File: config.mk
export PLATFORM = sky130hd
export DESIGN_NAME = per_endpoint_round_robin_pick
export DESIGN_NICKNAME = d
export VERILOG_FILES = /design/src/hdl/rrp_pkg.sv /design/src/hdl/rrp_slot_search.sv /design/src/hdl/rrp_start_table.sv /design/src/hdl/per_endpoint_round_robin_pick.sv
export SDC_FILE = /design/constraint.sdc
export NUM_CORES = 1
export LEC_CHECK = 0
export ABC_AREA = 1
export ABC_CLOCK_PERIOD_IN_PS = 4150
export BUFFER_PORTS_ARGS = -buffer_cell sky130_fd_sc_hd__buf_2
export CORE_MARGIN = 3
export CORE_UTILIZATION = 25
export DETAILED_ROUTE_END_ITERATION = 12
export GPL_ROUTABILITY_DRIVEN = 0
export PLACE_DENSITY_LB_ADDON = 0.05
export SLEW_MARGIN = 10
export SYNTH_ARGS = -nofsm -noshare
export SYNTH_HDL_FRONTEND = slang
export SYNTH_HIERARCHICAL = 1
export SYNTH_SLANG_ARGS = --single-unit
File: constraint.sdc
create_clock -name clk -period 4.15 [get_ports clk]
set_input_delay 0.2075 -clock clk [delete_from_list [all_inputs] [get_ports clk]]
set_output_delay 0.2075 -clock clk [all_outputs]
set_load 0.02 [all_outputs]
File: src/hdl/rrp_pkg.sv
// Package for the per-endpoint round-robin pick block.
// Holds the fixed field widths and the parameter defaults; no dependencies.
package rrp_pkg;

    // Fixed widths of the beat fields
    localparam int ENDPOINT_W = 3;
    localparam int MASK_W     = 16;
    localparam int SLOT_W     = 4;

    // Defaults for the top-level parameters
    localparam int DEF_SENDER_SLOTS = 16;
    localparam int DEF_ENDPOINTS    = 8;

endpackage

File: src/hdl/rrp_slot_search.sv
// Round-robin search of one pending mask from a start position.
// Pure combinational logic; takes the default slot count from rrp_pkg.
module rrp_slot_search
    import rrp_pkg::*;
#(
    parameter int SENDER_SLOTS = DEF_SENDER_SLOTS,
    parameter int START_W      = $clog2(SENDER_SLOTS + 1),
    parameter int IDX_W        = $clog2(SENDER_SLOTS)
)
(
    input  logic [START_W-1:0]      start,
    input  logic [SENDER_SLOTS-1:0] mask,
    output logic                    hit,
    output logic [IDX_W-1:0]        pick,
    output logic [START_W-1:0]      next_start
);

    logic [SENDER_SLOTS-1:0] upper;
    logic [IDX_W-1:0]        pick_upper;
    logic [IDX_W-1:0]        pick_any;

    // Keep only slots at or above the start
    always_comb
    begin
        for (int i = 0; i < SENDER_SLOTS; i++)
        begin
            upper[i] = mask[i] && (START_W'(i) >= start);
        end
    end

    // Lowest set bit of each mask
    always_comb
    begin
        pick_upper = '0;
        pick_any   = '0;
        for (int i = SENDER_SLOTS - 1; i >= 0; i--)
        begin
            if (upper[i])
            begin
                pick_upper = IDX_W'(i);
            end
            if (mask[i])
            begin
                pick_any = IDX_W'(i);
            end
        end
    end

    // Wrap to the low slots when nothing is pending above the start
    always_comb
    begin
        hit  = |mask;
        pick = (|upper) ? pick_upper : pick_any;
        if (hit)
        begin
            next_start = START_W'(pick) + START_W'(1);
        end
        else
        begin
            next_start = '0;
        end
    end

endmodule

File: src/hdl/rrp_start_table.sv
// Per-endpoint start position registers with one read and one write port.
// Uses rrp_pkg defaults; cleared to zero by reset.
module rrp_start_table
    import rrp_pkg::*;
#(
    parameter int ENDPOINTS = DEF_ENDPOINTS,
    parameter int START_W   = 5,
    parameter int EP_IDX_W  = (ENDPOINTS > 1) ? $clog2(ENDPOINTS) : 1
)
(
    input  logic                clk,
    input  logic                rst_n,
    input  logic                rd_en,
    input  logic [EP_IDX_W-1:0] rd_idx,
    output logic [START_W-1:0]  rd_data,
    input  logic                wr_en,
    input  logic [EP_IDX_W-1:0] wr_idx,
    input  logic [START_W-1:0]  wr_data
);

    logic [START_W-1:0] start_reg [ENDPOINTS];

    always_ff @(posedge clk or negedge rst_n)
    begin
        if (!rst_n)
        begin
            for (int e = 0; e < ENDPOINTS; e++)
            begin
                start_reg[e] <= '0;
            end
        end
        else if (wr_en)
        begin
            start_reg[wr_idx] <= wr_data;
        end
    end

    // Drop the read for an endpoint outside the table
    assign rd_data = rd_en ? start_reg[rd_idx] : '0;

endmodule

File: src/hdl/per_endpoint_round_robin_pick.sv
// Top level of the per-endpoint round-robin pick block.
// Depends on rrp_pkg, rrp_start_table and rrp_slot_search.
//
// Use:
//   Input channel (in_valid / in_ready) carries one beat per request: an
//   endpoint number and the mask of its sender slots that hold a message.
//   Output channel (out_valid / out_ready) returns one beat per request:
//   found, and chosen_slot (0 when nothing is pending).
//   Each endpoint keeps a start position. The search runs upward from it,
//   then wraps to the slots below; the slot after the pick becomes the new
//   start, and an empty mask sets the start back to 0. An endpoint at or
//   above ENDPOINTS gives found 0 and leaves every start untouched.
// Pipeline and throughput:
//   A beat accepted is registered in the input stage, searched there by
//   combinational logic and loaded into the result register once that
//   register frees; out_valid comes from the result register, so the
//   output beat can be taken only after that load.
//   One beat per cycle is sustained while out_ready stays high: the start
//   table is written at the same edge the result register loads, so the
//   next beat, even for the same endpoint, already reads the updated start.
// Reset:
//   rst_n clears both stage valids and every start position to 0.
// Stall:
//   While out_ready is low a waiting result stays put; the input stage still
//   takes one more beat, then in_ready drops until the result is taken.
module per_endpoint_round_robin_pick
    import rrp_pkg::*;
#(
    parameter int SENDER_SLOTS = DEF_SENDER_SLOTS,
    parameter int ENDPOINTS    = DEF_ENDPOINTS
)
(
    input  logic                  clk,
    input  logic                  rst_n,
    input  logic                  in_valid,
    output logic                  in_ready,
    input  logic [ENDPOINT_W-1:0] endpoint,
    input  logic [MASK_W-1:0]     pending_mask,
    output logic                  out_valid,
    input  logic                  out_ready,
    output logic                  found,
    output logic [SLOT_W-1:0]     chosen_slot
);

    localparam int START_W  = $clog2(SENDER_SLOTS + 1);
    localparam int IDX_W    = $clog2(SENDER_SLOTS);
    localparam int EP_IDX_W = (ENDPOINTS > 1) ? $clog2(ENDPOINTS) : 1;
    localparam int EP_EXT_W = (EP_IDX_W > ENDPOINT_W) ? EP_IDX_W : ENDPOINT_W;
    localparam int MSK_EXT_W = (SENDER_SLOTS > MASK_W) ? SENDER_SLOTS : MASK_W;
    localparam int SEL_W    = (IDX_W > SLOT_W) ? IDX_W : SLOT_W;

    // Input stage
    logic                  s1_valid_reg;
    logic                  s1_valid_next;
    logic [ENDPOINT_W-1:0] s1_endpoint_reg;
    logic [MASK_W-1:0]     s1_mask_reg;

    // Result stage
    logic                  out_valid_reg;
    logic                  out_valid_next;
    logic                  found_reg;
    logic [SLOT_W-1:0]     chosen_slot_reg;

    logic                    advance;
    logic                    in_accept;
    logic                    ep_in_range;
    logic [EP_EXT_W-1:0]     ep_ext;
    logic [EP_IDX_W-1:0]     ep_idx;
    logic [MSK_EXT_W-1:0]    mask_ext;
    logic [SENDER_SLOTS-1:0] slot_mask;
    logic [START_W-1:0]      cur_start;
    logic                    hit;
    logic [IDX_W-1:0]        pick;
    logic [START_W-1:0]      next_start;
    logic [SEL_W-1:0]        pick_ext;

    // Result register frees when empty or taken; input stage moves with it
    assign advance   = !out_valid_reg || out_ready;
    assign in_ready  = !s1_valid_reg || advance;
    assign in_accept = in_valid && in_ready;

    always_comb
    begin
        s1_valid_next = s1_valid_reg;
        if (in_accept)
        begin
            s1_valid_next = 1'b1;
        end
        else if (advance)
        begin
            s1_valid_next = 1'b0;
        end
    end

    always_ff @(posedge clk or negedge rst_n)
    begin
        if (!rst_n)
        begin
            s1_valid_reg <= 1'b0;
        end
        else
        begin
            s1_valid_reg <= s1_valid_next;
        end
    end

    always_ff @(posedge clk)
    begin
        if (in_accept)
        begin
            s1_endpoint_reg <= endpoint;
            s1_mask_reg     <= pending_mask;
        end
    end

    // Endpoint decode; ignore endpoints beyond the table
    assign ep_in_range = (32'(s1_endpoint_reg) < ENDPOINTS);
    assign ep_ext      = EP_EXT_W'(s1_endpoint_reg);
    assign ep_idx      = ep_ext[EP_IDX_W-1:0];

    // Drop mask bits above the slot count
    assign mask_ext  = MSK_EXT_W'(s1_mask_reg);
    assign slot_mask = mask_ext[SENDER_SLOTS-1:0];

    rrp_start_table #(
        .ENDPOINTS (ENDPOINTS),
        .START_W   (START_W),
        .EP_IDX_W  (EP_IDX_W)
    ) u_start_table (
        .clk     (clk),
        .rst_n   (rst_n),
        .rd_en   (ep_in_range),
        .rd_idx  (ep_idx),
        .rd_data (cur_start),
        .wr_en   (s1_valid_reg && advance && ep_in_range),
        .wr_idx  (ep_idx),
        .wr_data (next_start)
    );

    rrp_slot_search #(
        .SENDER_SLOTS (SENDER_SLOTS),
        .START_W      (START_W),
        .IDX_W        (IDX_W)
    ) u_slot_search (
        .start      (cur_start),
        .mask       (slot_mask),
        .hit        (hit),
        .pick       (pick),
        .next_start (next_start)
    );

    assign pick_ext = SEL_W'(pick);

    always_comb
    begin
        out_valid_next = out_valid_reg;
        if (advance)
        begin
            out_valid_next = s1_valid_reg;
        end
    end

    always_ff @(posedge clk or negedge rst_n)
    begin
        if (!rst_n)
        begin
            out_valid_reg <= 1'b0;
        end
        else
        begin
            out_valid_reg <= out_valid_next;
        end
    end

    // Load the result beat; zero it for an empty mask or a bad endpoint
    always_ff @(posedge clk)
    begin
        if (advance && s1_valid_reg)
        begin
            found_reg       <= hit && ep_in_range;
            chosen_slot_reg <= (hit && ep_in_range) ? pick_ext[SLOT_W-1:0] : '0;
        end
    end

    assign out_valid   = out_valid_reg;
    assign found       = found_reg;
    assign chosen_slot = chosen_slot_reg;

    // A result without a hit carries slot zero
    a_no_hit_zero_slot: assert property (@(posedge clk) disable iff (!rst_n)
        (out_valid_reg && !found_reg) |-> (chosen_slot_reg == '0))
        else $error("empty result with nonzero chosen_slot");

    // A picked slot lies inside the slot range
    a_slot_in_range: assert property (@(posedge clk) disable iff (!rst_n)
        (out_valid_reg && found_reg) |-> (32'(chosen_slot_reg) < SENDER_SLOTS))
        else $error("chosen_slot beyond sender slots");

    // An empty result register never blocks the input
    a_ready_when_empty: assert property (@(posedge clk) disable iff (!rst_n)
        !out_valid_reg |-> in_ready)
        else $error("input stalled with empty result register");

    // A bad endpoint moving on yields an empty result
    a_bad_endpoint_empty: assert property (@(posedge clk) disable iff (!rst_n)
        (s1_valid_reg && advance && !ep_in_range) |=> (out_valid_reg && !found_reg))
        else $error("out-of-range endpoint produced a hit");

endmodule

## Word-level counts from Yosys, hierarchy flattened

Index checks and enable logic that the tools add are counted.

| storage, ports and cells | value |
|---|---|
| flip-flop bits (word level) | 66 |
| output and inout bits | 7 |
| word-level logic and storage cells | 102 |

| operators by class | value |
|---|---|
| bitwise operators | 1 |
| muxes and demuxes | 42 |
| reduce and logical (&&, ||, !) cells | 26 |
| add/sub/neg operators | 1 |
| magnitude comparators | 18 |

Operators with widths:

| operator | number |
|---|---|
| $mux 4 | 33 |
| $bwmux 40 | 1 |
| $ge 4x5->1 const A | 8 |
| $reduce_or 16->1 | 2 |
| $ge 3x5->1 const A | 4 |
| $mux 5 | 4 |
| $logic_and 1x1->1 | 19 |
| $bmux 5 s3 | 1 |
| $demux 5 s3 | 1 |
| $ge 1x5->1 const A | 2 |
| $ge 2x5->1 const A | 2 |
| $add 4x1->5 const B | 1 |
| $ge 4x4->1 const B | 1 |
| $lt 4x1->1 const B | 1 |
| $not 3->4 | 1 |
| $logic_not 1->1 | 2 |
| $logic_or 1x1->1 | 2 |
| $mux 1 | 2 |
| $reduce_bool 2->1 | 1 |

## Depth between registers and ports, before layout

Gate-level depths: netlist of the first run.

| depth | value |
|---|---|
| depth after elaboration | 26 |
| gate-level depth with buffers | 34 |

## Modules after synthesis

The synthesis of the first run kept the hierarchy.

Modules (own cells, without submodules):

| module | area an instance (µm²) | sequential area each (µm²) | cells an instance | times used |
|---|---|---|---|---|
| rrp_start_table | 2,009.4 | 1,001.0 | 275 | 1 |
| per_endpoint_round_robin_pick | 849.6 | 770.7 | 45 | 1 |
| rrp_slot_search | 720.7 | 0.0 | 141 | 1 |

## Least setup slack after synthesis of the first run

OpenSTA, ideal clock, no wires.

| path | value |
|---|---|
| path kind | reg-to-reg |
| start | register s1_endpoint_reg[0] (netlist: ep_ext[0]) |
| end | register u_start_table/start_reg[37] (netlist name) |
| arrival time | 2,928 ps |
| clock period less this slack | 3,011 ps |
| setup slack | 1,139 ps |
| stages on the path, launching flop included | 34 |
| data required time | 4,067 ps |
| path buffers | 1 |
| path through | edfxtp_1 > buf_2 > nand2_1 > nand3_1 > nand2_1 > nor2_1 > nor2_1 > inv_2 > nor2_1 > nand3_1 > nand2_1 > nand2_1 > nand2_1 > nand2_1 > nand2_1 > nand2_1 > nand2_1 > nand2_1 > nand2_1 > nand2_1 > nand2_1 > nand2_1 > nand2_1 > nand2_1 > nand2_1 > nand2_1 > nand2_2 > nand2_4 > ha_1 > nand2_1 > nand2_1 > nor2_1 > inv_1 > o21ai_0 |

| on the way | value |
|---|---|
| longest elaborated chain between the ends | 26 |
| elaborated cells on any way between the ends | 62 |
| classes of those cells | 1 x add/sub; 18 x order compare; 24 x mux; 1 x bitwise; 18 x reduce/logical |

Ends and longest elaborated chain:

| element | line | source |
|---|---|---|
| start, declared | per_endpoint_round_robin_pick.sv:55 | `logic [ENDPOINT_W-1:0] s1_endpoint_reg;` |
| start signal, assigned | per_endpoint_round_robin_pick.sv:111 | `s1_endpoint_reg <= endpoint;` |
| $not 3->4 (implied by the code) * | rrp_start_table.sv:39 | `assign rd_data = rd_en ? start_reg[rd_idx] : '0;` |
| $bmux 5 s3 * | rrp_start_table.sv:39 |  |
| $mux 5 (implied by the code) * (2 in series) | rrp_start_table.sv:39 |  |
| named net cur_start[3] | per_endpoint_round_robin_pick.sv:71 | `logic [START_W-1:0] cur_start;` |
| $ge 4x5->1 | rrp_slot_search.sv:27 | `upper[i] = mask[i] && (START_W'(i) >= start);` |
| $logic_and 1x1->1 | rrp_slot_search.sv:27 |  |
| $mux 4 (16 in series) | rrp_slot_search.sv:38 | `if (upper[i])` |
| $mux 4 * | rrp_slot_search.sv:53 | `pick = (\|upper) ? pick_upper : pick_any;` |
| named net pick[0] | per_endpoint_round_robin_pick.sv:73 | `logic [IDX_W-1:0] pick;` |
| $add 4x1->5 * | rrp_slot_search.sv:56 | `next_start = START_W'(pick) + START_W'(1);` |
| $mux 5 * | rrp_slot_search.sv:54 | `if (hit)` |
| named net next_start[2] | per_endpoint_round_robin_pick.sv:74 | `logic [START_W-1:0] next_start;` |
| $bwmux 40 * | rrp_start_table.sv:34 | `start_reg[wr_idx] <= wr_data;` |
| end signal, assigned by index | rrp_start_table.sv:34 |  |
| end, declared | rrp_start_table.sv:21 | `logic [START_W-1:0] start_reg [ENDPOINTS];` |

Mark *: on every way through the listed nets, which the timed path passes. The rest lies on a longest branch. The select of a mux whose other input is x is not followed.
A chain may end at the register's enable or synchronous reset.

## Final worst setup path of the first run

| path | value |
|---|---|
| start | register s1_endpoint_reg[0] (netlist: ep_ext[0]) |
| end | register u_start_table/start_reg[34] (netlist name) |

The elaborated chain is that of the path after synthesis.

==> results of run 1 <==
-- area by class of cell --
class                   instances  area share
repair inverters                1    0.001766
clock buffers                   9     0.05297
well taps                     180     0.05297
multi-input cells             300      0.3423
flip-flops and latches         66      0.4167
repair buffers                 33     0.04120
clock inverters                 7    0.008534
inverters                      93     0.08358
-- worst paths after layout --
| check | from | endpoint |
|---|---|---|
| max in group asynchronous | rst_n | u_start_table/start_reg[5]$_DFFE_PN0P_ |
| min reg2reg | u_start_table/start_reg[26]$_DFFE_PN0P_ | u_start_table/start_reg[26]$_DFFE_PN0P_ |
| min in group asynchronous | rst_n | u_start_table/start_reg[32]$_DFFE_PN0P_ |
| max reg2reg | ep_ext[0]$_DFFE_PP_ | u_start_table/start_reg[34]$_DFFE_PN0P_ |
| max | ep_ext[0]$_DFFE_PP_ | u_start_table/start_reg[34]$_DFFE_PN0P_ |
| min | pending_mask[11] | mask_ext[11]$_DFFE_PP_ |
-- cell usage in the layout, fill, tap and decap left out, drive strengths merged --
cell | synthesis | layout
a211oi | 2 | 2
a21boi | 2 | 2
a21oi | 8 | 8
buf | 6 | 33
clkbuf | 0 | 9
clkinv | 3 | 8
clkinvlp | 0 | 4
conb | 1 | 5
dfrtp | 42 | 42
edfxtp | 24 | 24
ha | 1 | 1
inv | 90 | 89
nand2 | 143 | 143
nand3 | 36 | 36
nand4 | 2 | 2
nor2 | 38 | 38
nor3 | 4 | 4
nor4 | 2 | 2
o211ai | 5 | 5
o21ai | 47 | 47
o21bai | 3 | 3
o311ai | 1 | 1
or2 | 1 | 1
-- repair_timing --
item,in CTS,in global routing
resized for setup,0,6
buffers inserted,0,2
endpoints found under the setup margin,0,19
-- through the flow --
| step | std cells | hold slack [ns] |
|---|---|---|
| 2_1_floorplan | 465 | -0.08809 |
| 3_5_place_dp | 670 | 0.3857 |
| 4_1_cts | 686 | 0.02613 |
| 6_report | 689 | 0.04164 |
| 5_1_grt | 689 | 0.02395 |
| 3_3_place_gp | 670 | 0.3839 |
-- synthesized netlist by cell type --
master | n | area, µm²
inv_1 | 81 | 304.0
nor3_4 | 2 | 32.53
buf_1 | 1 | 3.750
nor3_1 | 2 | 10.01
nand2_1 | 133 | 499.2
clkinv_1 | 3 | 11.26
o211ai_2 | 1 | 12.51
buf_2 | 5 | 25.02
nand3_2 | 3 | 30.03
a21boi_1 | 1 | 7.510
nand2_4 | 1 | 11.26
a211oi_2 | 1 | 12.51
nand3_1 | 33 | 165.2
o21bai_1 | 3 | 22.52
dfrtp_1 | 42 | 1051
o21ai_4 | 1 | 16.27
a21oi_2 | 1 | 8.760
inv_4 | 1 | 6.260
a211oi_1 | 1 | 7.510
a21oi_1 | 7 | 35.03
a21boi_2 | 1 | 11.26
ha_1 | 1 | 12.51
nand4_1 | 2 | 12.51
nor2_4 | 2 | 22.52
nor2_1 | 33 | 123.9
or2_1 | 1 | 6.260
o211ai_1 | 4 | 30.03
o21ai_1 | 1 | 5.000
nor4_1 | 2 | 12.51
o21ai_0 | 43 | 215.2
conb_1 | 1 | 3.750
o311ai_0 | 1 | 8.760
edfxtp_1 | 24 | 720.7
nand2_2 | 9 | 56.30
o21ai_2 | 2 | 17.52
inv_2 | 8 | 30.03
nor2_2 | 3 | 18.77
-- worst max-delay path: cells and delay by family, from the launching register on --
family	cells	cell delay [ns]
AND/OR/NAND/NOR	23	1.89
buffers and inverters	3	0.58
flip-flops	1	0.50
AO/OA/AOI/OAI	2	0.40
adder cells (fa/ha/maj)	1	0.16
-- cells by family after synthesis --
| group | synth area share |
|---|---|
| other cells | 0.001048 |
| compound gates | 0.1146 |
| fa+ha+maj | 0.003495 |
| simple gates | 0.2796 |
| flops | 0.4949 |
| buf+inv | 0.1063 |
-- metal layers --
metal,vias to the layer above,routed length [µm]
met4,0,193
met3,12,293
met2,42,3941
met5,-,0
li1,1532,-
met1,1342,5089
-- report_power, final --
group	total, W	switching (W)	internal (W)
logic	0.000498	0.000333	0.000165
registers	0.000889	0.0000715	0.000818
clock network	0.000680	0.000285	0.000395
==> summary.md, run 1 <==
| Metric | Value |
|---|---|
| Starting density of the core | `0.2569` |
| P&R area growth vs syn | `18.77%` |
| DR vias | `2928` |
| Final Util | `0.3051` |
| Largest net degree at the start of global routing | `43` |
| Slew HR | `0.3267` |
| First DRT Iteration DRCs | `167` |
| Final Slew Violations | `0` |
| CTS tree | `yes` |
| Post-route cell area | `0.004252 mm²` |
| Setup violators final | `0` |
| GRT busiest layer | `met1` |
| Reg clk slew, reported paths | `0.06 ns` |
| Final min period | `3.652 ns` |
| Slowest cell on crit path | `edfxtp_1` |
| Full die area | `0.01579 mm²` |
| Seq cells post-synth | `66` |
| Max Cap Viol | `0` |
| Cts hold-fix bufs | `0` |
| IO Pins | `30` |
| DR DRC count | `0` |
| Max Freq | `273.8 MHz` |
| Final Hold Fails | `0` |
| Fin crit share | `0.8800` |
| Core Box Area | `0.01393 mm²` |
| Critical path peak fanout | `10` |
| Worst min path class | `primary input to flip-flop` |
| Tot Pwr | `0.002068 W` |
| Vias per inst | `4.250` |
| Grt ovf | `0` |
| Clock Sinks | `66` |
| Seq. cell area | `0.001772 mm²` |
| Clock Latency Late Sink | `0.34 ns` |
| Met2 usage in global routing | `0.1784` |
| Worst Slack Setup Final | `0.4980 ns` |
| Tightest Pin Transition | `1.010 ns` |
| Hold Crit Depth | `1` |
| Nets | `528` |
| Horiz. Die Dim | `125.7 µm` |
| Reg-to-reg slack, setup | `0.50 ns` |
| Post-detailed-route wirelength per cell | `13.81 µm` |
| Max stage delay on crit path | `0.50 ns` |
| Post-DP HPWL | `6869 µm` |
| Syn_area_per_cell | `7.765 µm²` |
| Post-route setup TNS | `0 ns` |
| CTS buffer count | `9` |
| Share of cells above drive strength 1 | `0.1709` |
| Post-synthesis instance total | `461` |
| Pre-CTS setup slack | `0.3968 ns` |
| Max reg flops | `40` |
| CP Capture Type | `flip-flop` |
| Lkg Pwr | `2.009 nW` |
| Crit path kind | `flip-flop to flip-flop` |
| Layout Skew | `0.005206 ns` |
| Tot GR Track Use | `0.1263` |
| Final ANT Viol Nets | `0` |
| Register area share after synthesis | `0.4949` |
| PwrDens | `486.4 mW/mm²` |
| Met3 GRT Util | `0.02841` |
| Rows | `43` |
| Ys Warns | `6` |
| Port buffer count | `29` |
| Startpoint types | `flip-flop` |
| Synth unique cells | `37` |
| R2r worst-path depth | `29` |
| CP arrival | `3.90 ns` |
| Area of the multi-input gates | `0.001455 mm²` |
| Diodes inserted | `0` |
| Worst-case clock buffer depth | `2` |
| First-pass GRT wire length | `15360 µm` |
| DRT Wirelength | `9518 µm` |
| Maximum vdd drop | `0.1897 mV` |
| WP data required | `4.40 ns` |
| Met1 Use GR | `0.1842` |
| CTS root buffer | `clkbuf_16` |
| Post-synthesis cell area | `0.003580 mm²` |
| Filler cells | `1522` |
| Pre-antenna DRT Iters | `5` |
| Status | `finished, final reports clean` |
| Htree depth | `3` |
| Placed inst area | `0.003951 mm²` |
| RSZ-0062 raised after global routing | `false` |
| Vias in the first global route | `2840` |
| Die extent in y | `125.7 µm` |
| Initial antenna violation count | `0` |
| CP dominant cell by count | `nand2_1` |
Power figures use the tool's default switching activity.
==> run 2: changes to the inputs <==
Settings changed: ABC_CLOCK_PERIOD_IN_PS 4150 to 4320.
Clock period 4.15 ns to 4.32 ns, I/O delays scaled along.
==> run 2 against run 1 <==
Sequential share of layout area fell by 0.32 points. Critical path depth rose by 3. First-iteration DRC count rose by 47%. Global-route usage rose by 0.26 points. Final cell count fell by 0.29%. Worst setup slack improved by 0.063 ns. Die area did not move. Core utilization rose by 0.23 points. Sequential power fell by 4.2%. Wire length fell by 0.81%. Combinational power fell by 4.8%. Critical endpoint is now u_start_table/start_reg[24]$_DFFE_PN0P_. Via count fell by 1.3%.
==> summary.md, run 2 (synthesis results as in run 1) <==
| Metric | Value |
|---|---|
| Seq. cell area | `0.001772 mm²` |
| CP dominant cell by count | `nand2_1` |
| Placed inst area | `0.003944 mm²` |
| DR DRC count | `0` |
| Horiz. Die Dim | `125.7 µm` |
| Max Cap Viol | `0` |
| Setup violators final | `0` |
| Post-DP HPWL | `6872 µm` |
| Post-detailed-route wirelength per cell | `13.74 µm` |
| Worst-case clock buffer depth | `2` |
| Nets | `526` |
| Pre-CTS setup slack | `0.3859 ns` |
| Final Util | `0.3074` |
| Full die area | `0.01579 mm²` |
| Crit path kind | `flip-flop to flip-flop` |
| Post-route cell area | `0.004284 mm²` |
| Area of the multi-input gates | `0.001445 mm²` |
| Slew HR | `0.3280` |
| Vias in the first global route | `2858` |
| CP arrival | `3.96 ns` |
| CTS buffer count | `9` |
| WP data required | `4.52 ns` |
| Final Slew Violations | `0` |
| Diodes inserted | `0` |
| PwrDens | `495.1 mW/mm²` |
| Max stage delay on crit path | `0.34 ns` |
| Rows | `43` |
| Clock Latency Late Sink | `0.34 ns` |
| Post-route setup TNS | `0 ns` |
| Tot Pwr | `0.002121 W` |
| Most common cell after layout, fill and taps aside | `nand2_1` |
| Status | `finished, final reports clean` |
| Die extent in y | `125.7 µm` |
| First-pass GRT wire length | `15610 µm` |
| Final Hold Fails | `0` |
| Fin crit share | `0.8703` |
| RSZ-0062 raised after global routing | `false` |
| IO Pins | `30` |
| Starting density of the core | `0.2569` |
| Share of cells above drive strength 1 | `0.1696` |
| CP Capture Type | `flip-flop` |
| Vias per inst | `4.208` |
| Cts hold-fix bufs | `0` |
| Largest net degree at the start of global routing | `43` |
| CTS root buffer | `clkbuf_16` |
| DR vias | `2891` |
| Port buffer count | `29` |
| Max reg flops | `40` |
| Clock Sinks | `66` |
| CTS tree | `yes` |
| Critical path peak fanout | `20` |
| Final min period | `3.759 ns` |
| Grt ovf | `0` |
| Maximum vdd drop | `0.1869 mV` |
| Tightest Pin Transition | `1.008 ns` |
| Final ANT Viol Nets | `0` |
| Filler cells | `1518` |
| Worst min path class | `primary input to asynchronous set/reset pin` |
| Worst Slack Setup Final | `0.5605 ns` |
| P&R area growth vs syn | `19.68%` |
| Pre-antenna DRT Iters | `4` |
| DRT Wirelength | `9441 µm` |
| Initial antenna violation count | `0` |
| Core Box Area | `0.01393 mm²` |
| Layout Skew | `0.007423 ns` |
| Max Freq | `266.0 MHz` |
| Startpoint types | `flip-flop` |
| Tot GR Track Use | `0.1288` |
| Slowest cell on crit path | `edfxtp_1` |
| Family with the most delay on the worst path | `simple AND/OR/NAND/NOR gates` |
| Reg clk slew, reported paths | `0.06 ns` |
| First DRT Iteration DRCs | `245` |
| Most frequent cells in the layout | `nand2_1 (133), inv_1 (81), o21ai_0 (43)` |
| Htree depth | `3` |
| CP bufs+invs | `3` |
| Lkg Pwr | `2.035 nW` |
run 2: changes by cell type in the layout (fill, tap and decap cells not counted):
cell	delta
inv_1	+1
clkinvlp_4	-1
nor2_2	-1
nor2_1	+2
clkinv_4	+1
clkinv_1	-4
nor2_4	-1
buf_4	-1
bufinv_16	+2
run 2: path summary, 6_finish.rpt:
kind	slack [ns]	from	end	depth (start not counted)
setup / recovery	0.56	ep_ext[0]$_DFFE_PP_	u_start_table/start_reg[24]$_DFFE_PN0P_	32
hold / removal	0.05	rst_n	u_start_table/start_reg[14]$_DFFE_PN0P_	1
setup reg to reg	0.56	ep_ext[0]$_DFFE_PP_	u_start_table/start_reg[24]$_DFFE_PN0P_	32
hold reg to reg	0.48	u_start_table/start_reg[16]$_DFFE_PN0P_	u_start_table/start_reg[16]$_DFFE_PN0P_	2
max in group asynchronous	3.64	rst_n	out_valid$_DFFE_PN0P_	1
min in group clk	0.05	pending_mask[14]	mask_ext[14]$_DFFE_PP_	1
run 2: layer usage:
layer  up-vias  GRT usage  wire length [µm]
met5         -          0                 0
met4         0    0.05548               148
li1       1531          -                 -
met2        58     0.1794              3810
met1      1294     0.1926              5061
met3         8    0.02587               421
run 2: stage by stage:
stage,hold slack [ns],instances
6_report,0.04846,687
5_1_grt,0.03396,687
4_1_cts,0.03179,685
3_5_place_dp,0.3941,669
3_3_place_gp,0.3926,669
2_1_floorplan,-0.07959,465
run 2: where the power goes:
part           internal [W]  total (W)  switching, W  leakage, nW
combinational      0.000157   0.000474      0.000317         1.11
sequential         0.000785   0.000852     0.0000668        0.772
clock              0.000504   0.000795      0.000291        0.151
total               0.00145    0.00212      0.000675         2.03
run 2: worst reg2reg max path, delay by kind of cell, from the launching register on:
family	cells	cell delay, ns
DFF	1	0.34
adders and majority gates	1	0.20
AOI/OAI and AO/OA	1	0.18
buffers and inverters	3	0.75
and+or+nand+nor	27	2.14
run 2: repair_timing:
action / in CTS / in global routing
setup buffers: 0 / 2
resized for setup: 0 / 2
setup endpoints to repair: 0 / 17
endpoints found under the hold margin: 0 / 0
run 2: cell type report:
cell class	instances	area share
clock inverter	7	0.02190
sequential	66	0.4136
tap	180	0.05257
clock buffer	9	0.05257
inverter	93	0.08294
multi-input combinational	300	0.3373
timing repair buffer	32	0.03914
==> run 3: changes to the inputs <==
--- a/config.mk
+++ b/config.mk
@@ -10,2 +10,3 @@
 export BUFFER_PORTS_ARGS = -buffer_cell sky130_fd_sc_hd__buf_2
+export CAP_MARGIN = 10
 export CORE_MARGIN = 3
@@ -14,3 +15,3 @@
 export GPL_ROUTABILITY_DRIVEN = 0
-export PLACE_DENSITY_LB_ADDON = 0.05
+export PLACE_DENSITY = 0.38
 export SLEW_MARGIN = 10
--- a/constraint.sdc
+++ b/constraint.sdc
@@ -3,2 +3,2 @@
 set_output_delay 0.216 -clock clk [all_outputs]
-set_load 0.02 [all_outputs]
+set_load 0.01 [all_outputs]
==> run 3 against run 2 <==
Die area stayed put. Combinational power is 3% lower. Largest power group unchanged. Global-route usage is 0.90 points lower. Clock power is 12% lower. Largest cell class unchanged. Clock-buffer cell count is 3 higher. Worst setup slack worse by 0.063 ns. Clock skew is 0.0019 ns higher. Final area is 1.3% lower. Fmax is 1.6% lower. Critical endpoint is now u_start_table/start_reg[17]$_DFFE_PN0P_. Sequential share of layout area is 0.55 points higher. Highest routed layer unchanged.
==> summary.md, run 3 (synthesis results as in run 1) <==
| Metric | Value |
|---|---|
| Nets | `524` |
| Post-route setup TNS | `0 ns` |
| Slowest cell on crit path | `edfxtp_1` |
| Non-Filler Instances | `685` |
| Port buffer count | `29` |
| FF-to-FF End | `u_start_table/start_reg[17]$_DFFE_PN0P_` |
| Final ANT Viol Nets | `0` |
| Final Slew Violations | `0` |
| R2r worst-path depth | `19` |
| CTS buffer count | `9` |
| Final min period | `3.822 ns` |
| Lkg Pwr | `2.012 nW` |
| Placed inst area | `0.003944 mm²` |
| Worst hold margin | `0.05187 ns` |
| Worst-case clock buffer depth | `2` |
| Initial antenna violation count | `0` |
| DR vias | `2871` |
| Comb power frac | `0.228` |
| Max Cap Viol | `0` |
| DRT Wirelength | `8872 µm` |
| Most frequent cells in the layout | `nand2_1 (133), inv_1 (81), o21ai_0 (43)` |
| Tot GR Track Use | `0.1198` |
| CP Capture Type | `flip-flop` |
| Share of cells above drive strength 1 | `0.1564` |
| Full die area | `0.01579 mm²` |
| Largest net degree at the start of global routing | `43` |
| Rows | `43` |
| Placed insts | `669` |
| Sequential share of power | `0.425` |
| Most common cell after layout, fill and taps aside | `nand2_1` |
| Crit path kind | `flip-flop to flip-flop` |
| Startpoint types | `flip-flop` |
| Grt ovf | `0` |
| First-pass GRT wire length | `14900 µm` |
| Worst min path class | `primary input to asynchronous set/reset pin` |
| Clock Sinks | `66` |
| Area of the multi-input gates | `0.001443 mm²` |
| Horiz. Die Dim | `125.7 µm` |
| Family with the most delay on the worst path | `simple AND/OR/NAND/NOR gates` |
| PwrDens | `476.9 mW/mm²` |
| CTS tree | `yes` |
| Clock Latency Late Sink | `0.33 ns` |
| Fin crit share | `0.8848` |
| DR DRC count | `0` |
| CP arrival | `4.06 ns` |
| Crit path to | `u_start_table/start_reg[17]$_DFFE_PN0P_` |
| CTS root buffer | `clkbuf_16` |
| Post-detailed-route wirelength per cell | `12.95 µm` |
| Max reg flops | `40` |
| Pre-antenna DRT Iters | `4` |
| Seq. cell area | `0.001772 mm²` |
| Slew HR | `0.3343` |
| Worst-path cell chain | `clkinvlp_4 -> nand3_1 -> nand2_1 -> nor2_1 -> nor2_1 -> nor2_1 -> o21ai_2 -> a211oi_1 -> nor2_2 -> o21ai_0 -> a21oi_1 -> o211ai_1 -> nand2_1 -> ha_1 -> nand2_1 -> nand2_1 -> nor2_1 -> inv_1 -> o21ai_0` |
| Post-route cell area | `0.004228 mm²` |
| Max stage delay on crit path | `0.72 ns` |
| Diodes inserted | `0` |
| CP Depth | `19` |
| Sw Share | `0.3133` |
| WP data required | `4.56 ns` |
| Vias in the first global route | `2870` |
| Reg2Reg Launch Point | `ep_ext[1]$_DFFE_PP_` |
| Net Sw Power | `0.0006316 W` |
| Reg clk slew, reported paths | `0.05 ns` |
| RSZ-0062 raised after global routing | `false` |
| Starting density of the core | `0.2569` |
| CP Launch Point | `ep_ext[1]$_DFFE_PP_` |
| Post-DP HPWL | `6566 µm` |
| Core Box Area | `0.01393 mm²` |
| CP bufs+invs | `2` |
| Setup violators final | `0` |
| Maximum vdd drop | `0.1873 mV` |
| Cts hold-fix bufs | `0` |
| Vias per inst | `4.191` |
| Reg-to-reg slack, setup | `0.50 ns` |
| Tot Pwr | `0.002016 W` |
| Final Hold Fails | `0` |
| Htree depth | `3` |
| IO Pins | `30` |
| P&R area growth vs syn | `18.11%` |
| Clk pwr share | `0.347` |
| Max Freq | `261.6 MHz` |
| Tightest Pin Transition | `0.9985 ns` |
| Critical path peak fanout | `15` |
| First DRT Iteration DRCs | `232` |
| Internal Power | `0.001384 W` |
| Layout Skew | `0.009354 ns` |
| Status | `finished, final reports clean` |
| Die extent in y | `125.7 µm` |
| Filler cells | `1477` |
## run 3: power groups by stage
stage | Sequential, W | Clock, W | Combinational (W)
global route | 0.000872 | 0.000758 | 0.000545
CTS | 0.000856 | 0.000727 | 0.000464
floorplan | 0.000849 | 0 | 0.000338
finish | 0.000857 | 0.000700 | 0.000459
global placement | 0.000866 | 0 | 0.000471
detailed placement | 0.000864 | 0 | 0.000463
## run 3: worst reg2reg max path, stage by stage (launching register included)
cell and delay, ns:
edfxtp_1 0.72, clkinvlp_4 0.39, nand3_1 0.19, nand2_1 0.07
nor2_1 0.09, nor2_1 0.12, nor2_1 0.24, o21ai_2 0.10
a211oi_1 0.33, nor2_2 0.08, o21ai_0 0.10, a21oi_1 0.10
o211ai_1 0.26, nand2_1 0.13, ha_1 0.23, nand2_1 0.08
nand2_1 0.05, nor2_1 0.12, inv_1 0.13, o21ai_0 0.20
## run 3: cell type report
type / count / share of cell area
Clock buffer: 12 / 0.05593
Tap cell: 180 / 0.05327
Sequential cell: 66 / 0.4191
Inverter: 93 / 0.08405
Timing Repair Buffer: 30 / 0.03611
Multi-Input combinational cell: 300 / 0.3412
Clock inverter: 4 / 0.01036
## run 3: per-layer routing
| layer | GRT usage | vias up | wire length (µm) |
|---|---|---|---|
| li1 | - | 1520 | - |
| met1 | 0.1757 | 1280 | 4669 |
| met2 | 0.1693 | 62 | 3643 |
| met3 | 0.03435 | 9 | 438 |
| met4 | 0.03954 | 0 | 121 |
| met5 | 0 | - | 0 |
## run 3: how the worst min path moves through the flow
| stage | endpoint | cells past startpoint | from | slack (ns) |
|---|---|---|---|---|
| after global routing | mask_ext[15]$_DFFE_PP_ | 1 | pending_mask[15] | 0.04 |
| after detailed placement | ep_ext[0]$_DFFE_PP_ | 1 | endpoint[0] | 0.39 |
| after CTS | mask_ext[15]$_DFFE_PP_ | 1 | pending_mask[15] | 0.04 |
| after floorplan | out_valid$_DFFE_PN0P_ | 0 | rst_n | -0.08 |
| after global placement | mask_ext[15]$_DFFE_PP_ | 1 | pending_mask[15] | 0.39 |
| final | u_start_table/start_reg[38]$_DFFE_PN0P_ | 1 | rst_n | 0.05 |
## run 3: repair_timing
action	in CTS	in global routing
setup endpoints to repair	0	7
setup buffers	0	0
resized for setup	0	1
## run 3: through the flow
stage               utilization  worst slack [ns]
floorplan                     -             1.309
global placement         0.2830            0.5207
detailed placement       0.2830            0.4867
CTS                      0.3031            0.4707
global route             0.3034           0.01598
finish                   0.3034            0.4978
